**config.mk**
```make
export PLATFORM = sky130hd
export DESIGN_NAME = ppq_div_step
export DESIGN_NICKNAME = d
export VERILOG_FILES = /design/src/sv/point_plane_query_unit_defines.svh /design/src/sv/ppq_pkg.sv /design/src/sv/ppq_div_step.sv
export SDC_FILE = /design/constraint.sdc
export NUM_CORES = 1
export LEC_CHECK = 0
export BUFFER_PORTS_ARGS = -buffer_cell sky130_fd_sc_hd__buf_2
export CAP_MARGIN = 25
export CORE_AREA = 2 2 508 510
export DETAILED_ROUTE_END_ITERATION = 10
export DIE_AREA = 0 0 510 512
export MAX_ROUTING_LAYER = met4
export PLACE_DENSITY = 0.35
export SLEW_MARGIN = 20
export SYNTH_ARGS = -nofsm -noshare
export SYNTH_HDL_FRONTEND = slang
export SYNTH_SLANG_ARGS = --single-unit
```
**constraint.sdc**
```tcl
create_clock -name clk -period 1.3 [get_ports clk]
set_clock_uncertainty 0.15 [all_clocks]
set_input_delay 0.065 -clock clk [delete_from_list [all_inputs] [get_ports clk]]
set_output_delay 0.065 -clock clk [all_outputs]
set_load 0.02 [all_outputs]
```
**src/sv/point_plane_query_unit_defines.svh**
```systemverilog
// Assertion macros for the point plane query unit.
`ifndef POINT_PLANE_QUERY_UNIT_DEFINES_SVH
`define POINT_PLANE_QUERY_UNIT_DEFINES_SVH

`ifndef SYNTHESIS
`define PPQ_ASSERT(name, prop) \
    name: assert property (@(posedge clk) disable iff (!rst_n) prop) \
        else $error("point_plane_query_unit: assertion failed");
`define PPQ_ASSERT_IMPLY(name, ante, cons) `PPQ_ASSERT(name, (ante) |-> (cons))
`else
`define PPQ_ASSERT(name, prop)
`define PPQ_ASSERT_IMPLY(name, ante, cons)
`endif

`endif

```
**src/sv/ppq_pkg.sv**
```systemverilog
`timescale 1ns / 1ps

package ppq_pkg;

    localparam int LANES          = 3;
    localparam int CFG_INDEX_BITS = 2;

    typedef logic [CFG_INDEX_BITS-1:0] cfg_index_t;

    localparam cfg_index_t REG_NORMAL_X     = 2'd0;
    localparam cfg_index_t REG_NORMAL_Y     = 2'd1;
    localparam cfg_index_t REG_NORMAL_Z     = 2'd2;
    localparam cfg_index_t REG_PLANE_OFFSET = 2'd3;

    typedef logic [1:0] side_t;

    localparam side_t SIDE_ON  = 2'd0;
    localparam side_t SIDE_POS = 2'd1;
    localparam side_t SIDE_NEG = 2'd2;

    typedef struct packed {
        logic             valid;
        logic [LANES-1:0] neg;
    } div_ctl_t;

endpackage

```
**src/sv/ppq_div_step.sv**
```systemverilog
`timescale 1ns / 1ps

module ppq_div_step
    import ppq_pkg::*;
#(
    parameter int COORD_BITS = 32,
    parameter int FRAC_BITS  = 16,
    parameter int SHIFT      = 0
)
(
    input  logic                                    clk,
    input  logic                                    rst_n,
    input  logic                                    load,
    input  div_ctl_t                                ctl_in,
    input  logic [2*COORD_BITS-1:0]                 nn,
    input  logic [LANES-1:0][COORD_BITS + ((2*COORD_BITS > COORD_BITS+FRAC_BITS) ?
                  2*COORD_BITS : COORD_BITS+FRAC_BITS) + 2 - 1:0] rem_in,
    input  logic [LANES-1:0][COORD_BITS+1:0]        quo_in,
    input  logic [7*COORD_BITS-1:0]                 aux_in,
    output div_ctl_t                                ctl_out,
    output logic [LANES-1:0][COORD_BITS + ((2*COORD_BITS > COORD_BITS+FRAC_BITS) ?
                  2*COORD_BITS : COORD_BITS+FRAC_BITS) + 2 - 1:0] rem_out,
    output logic [LANES-1:0][COORD_BITS+1:0]        quo_out,
    output logic [7*COORD_BITS-1:0]                 aux_out
);

    localparam int W  = COORD_BITS;
    localparam int F  = FRAC_BITS;
    localparam int DW = ((2*W > W+F) ? 2*W : W+F) + 2;
    localparam int AW = W + DW;
    localparam int QW = W + 2;

    logic [AW-1:0] dvs;
    logic [AW:0]   diff [LANES];
    logic [LANES-1:0][AW-1:0] rem_next;
    logic [LANES-1:0][QW-1:0] quo_next;

    div_ctl_t                 ctl_reg;
    logic [LANES-1:0][AW-1:0] rem_reg;
    logic [LANES-1:0][QW-1:0] quo_reg;
    logic [7*W-1:0]           aux_reg;

    assign dvs = AW'(nn) << SHIFT;

    always_comb
    begin
        for (int i = 0; i < LANES; i++)
        begin
            diff[i]     = {1'b0, rem_in[i]} - {1'b0, dvs};
            rem_next[i] = diff[i][AW] ? rem_in[i] : diff[i][AW-1:0];
            quo_next[i] = {quo_in[i][QW-2:0], ~diff[i][AW]};
        end
    end

    always_ff @(posedge clk or negedge rst_n)
    begin
        if (!rst_n)
        begin
            ctl_reg <= '0;
        end
        else if (load)
        begin
            ctl_reg <= ctl_in;
        end
    end

    always_ff @(posedge clk)
    begin
        if (load)
        begin
            rem_reg <= rem_next;
            quo_reg <= quo_next;
            aux_reg <= aux_in;
        end
    end

    assign ctl_out = ctl_reg;
    assign rem_out = rem_reg;
    assign quo_out = quo_reg;
    assign aux_out = aux_reg;

endmodule

```
==> run_results.csv <==
group,metric,value,unit
finish,syn2layout_area_growth,121,%
synth,syn_area_per_cell,10.7,sq um
routing,wl,251,mm
synth,synth-async-reset-ratio,0.00641,
setup_path,cp_data_required_time,1.65,ns
timing,fin_crit_sh,2.52,
timing,slew_headroom,0.519,
setup_path,end_kind,"register",
synth,synth_top_area_frac,0.528,
synth,syn_inst,3304,
finish,fill_cells,26670,
finish,layout.cells.non_filler,10533,
global_routing,grt_util_all_layers,0.187,
timing,fin_crit,3.27,ns
synth,ys.flop_type,"edfxtp_1",
placed_design,pre_cts_ws,-3.03,ns
clocking,ctsHtreeMaxLevel,3,
run,maxCapViolations,0,
timing,setup_viol,921,
setup_path,start_kind,"input pin",
synth,synth.largest_area_cell,"edfxtp_1",
synth,synth_warnings,0,
setup_path,arrival,3.62,ns
synth,synth_most_common_cell,"edfxtp_1",
placed_design,gp_congestion,0.901,
placed_design,dp_cells,9187,
routing,viasPerCell,4.01,
timing,slew_viol_final,0,
synth,synth.cells.most_frequent,"edfxtp_1, a21oi_1, nand2_1, nor2_1, o21ai_0",
setup_path,crit_type,"in -> reg",
timing,rsz0062_at_grt,"yes",
clocking,cts_tree,"built",
floorplan,die_w,510,um
power,irDropWorstVdd,0.00107,V
synth,ys_seq_elements,624,
status,violations,"hold timing, setup timing",
synth,syn-num-nets,4190,
routing,dr_wl_met3,14.0,mm
routing,ant_nets,0,
finish,drive_gt1_frac,0.520,
synth,synth_edf_count,620,
global_routing,antenna_found_initial,130,
min_path,hold_path_class,"in -> reg",
floorplan,die_h,512,um
setup_path,crit_path_cell_trace,"buf_2 -> dlygate4sd3_1 -> ha_4 -> nand4_1 -> nor4_2 -> buf_4 -> nand3_4 -> nor3_4 -> o31ai_4 -> nand3_4 -> buf_6 -> o21a_1 -> o211ai_1 -> buf_4 -> or3_4 -> xnor2_1",
setup_path,crit_family,"simple AND/OR/NAND/NOR gates",
synth,ys_types,70,
timing,holdWs,-0.508,ns
global_routing,grt_pass1_wl,335,mm
timing,hold_viol_final,78,
routing,wl_met1,93.0,mm
power,power.density,1020,nW/um^2
clocking,cts_max_path_buffers,3,
setup_path,slowest_delay,0.64,ns
routing,routedWlPerCell,23.9,um
floorplan,initial_core_util,0.138,
synth,ys_seq_area_frac,0.531,
floorplan,die-area,261000,sq um
timing,finalWorstSetupSlack,-1.97,ns
routing,drt-initial-drc-count,2454,
routing,drtPass1Iterations,6,
timing,setup_tns,-627.00,ns
floorplan,rows,186,
floorplan,core,256000,sq um
placed_design,port_buffers,1311,
timing,worst_pin_slew,0.714,ns
routing,wl_met2,131,mm
clocking,cts_root_buffer,"clkbuf_16",
timing,clock.fmax,306,MHz
floorplan,ios,1315,
synth,synth_area,35300,sq um
setup_path,cp_max_fo,4,
synth,synth.area.top_cells,"edfxtp_1, ha_1, a21oi_1, xnor2_1, nand2_1",
global_routing,grt_pass1_vias,43535,
routing,num_vias,42222,
status,status,"complete, but fails checks",
clocking,cts.sinks,624,
global_routing,grt_max_degree,44,
clocking,insertion_delay,0.74,ns
setup_path,path_buf_inv,5,
power,p_leak,32.5,nW
clocking,cts.clk_slew.worst_paths,0.06,ns
power,power,79.0,mW
placed_design,hpwl,201,mm
setup_path,cp_slowest_cell,"dlygate4sd3_1",
routing,drc,0,
clocking,cts_made_buffers,84,
routing,highest_layer,"met4",
finish,nets,7885,
global_routing,grt_overflow,0,
## final cells by class
| cell class | instances | area [sq um] | area share |
|---|---|---|---|
| clock inverters | 59 | 848 | 0.0109 |
| multi-input cells | 2426 | 20500 | 0.264 |
| inverters | 130 | 539 | 0.00693 |
| clock buffers | 96 | 2150 | 0.0276 |
| diodes | 81 | 203 | 0.00261 |
| well taps | 3384 | 4230 | 0.0544 |
| flip-flops and latches | 624 | 18700 | 0.241 |
| repair buffers | 3733 | 30600 | 0.393 |
## metal layers
metal / vias to the layer above / GRT usage
li1: 19905 / -
met1: 20426 / 0.195
met2: 1426 / 0.341
met3: 465 / 0.0367
met4: 0 / 0.0783
met5: - / -
## where the power goes
part           internal, mW  switching (mW)
Clock                  14.9            10.9
Sequential             24.8            1.12
Combinational          13.1            14.2
## sequential cells by signal, indices dropped and copies added, names as in the netlist
register	cells
aux_out	224
ctl_out	4
quo_out	102
rem_out	294
## final timing paths
check / slack (ns) / from / cells past startpoint / end
setup / recovery: -1.97 / rem_in[135] / 16 / rem_out[188]
hold / removal: -0.51 / rem_in[233] / 3 / rem_out[233]
setup reg to reg: 0.40 / ctl_out[0] / 1 / ctl_out[0]
hold reg to reg: 0.35 / ctl_out[3] / 1 / ctl_out[3]
max in group asynchronous: 0.70 / rst_n / 3 / ctl_out[2]
min in group asynchronous: 0.12 / rst_n / 3 / ctl_out[1]
## logic make-up after synthesis
logic type	synth area share
AO/OA/AOI/OAI	0.154
XOR/XNOR	0.0706
adder cells (fa/ha/maj)	0.0698
buffers and inverters	0.0282
flip-flops	0.531
multiplexers	0.0114
AND/OR/NAND/NOR	0.135
## stage by stage
step	utilization	instance area, sq um
after floorplan	-	36500
final	0.304	77800
after global routing	0.304	77800
after global placement	0.222	56700
after CTS	0.286	73200
after detailed placement	0.222	56700
## what timing repair did
action | CTS | global route
resized for setup | 565 | 1151
hold endpoints to repair | 1246 | 151
hold buffers | 957 | 72
cloned | 31 | 3
pin swaps | 162 | 243
endpoints found under the setup margin | 921 | 921
setup buffers | 99 | 75
## cells in the final DEF (no fill, tap or decap), drive strengths merged, types with 17 or more instances in the layout
cell type,Yosys,final
diode,0,81
o31ai,17,17
a31oi,21,21
o211ai,21,21
o21ai,223,223
nor3,76,76
edfxtp,620,620
a21o,68,68
o21bai,39,39
nor4,36,36
buf,17,2783
clkinv,0,29
nand4,87,87
a21oi,363,363
or4,25,25
ha,192,192
inv,130,129
nand3,51,51
xor2,109,109
nor2,293,293
a211oi,17,17
o21a,28,28
or3,26,26
clkbuf,107,99
clkinvlp,0,17
xnor2,175,175
nor2b,21,21
a21boi,18,18
nand2,298,298
dlygate4sd3,0,946
and3,18,18
mux2,34,34
nand2b,31,31
Power figures use the tool's default switching activity.
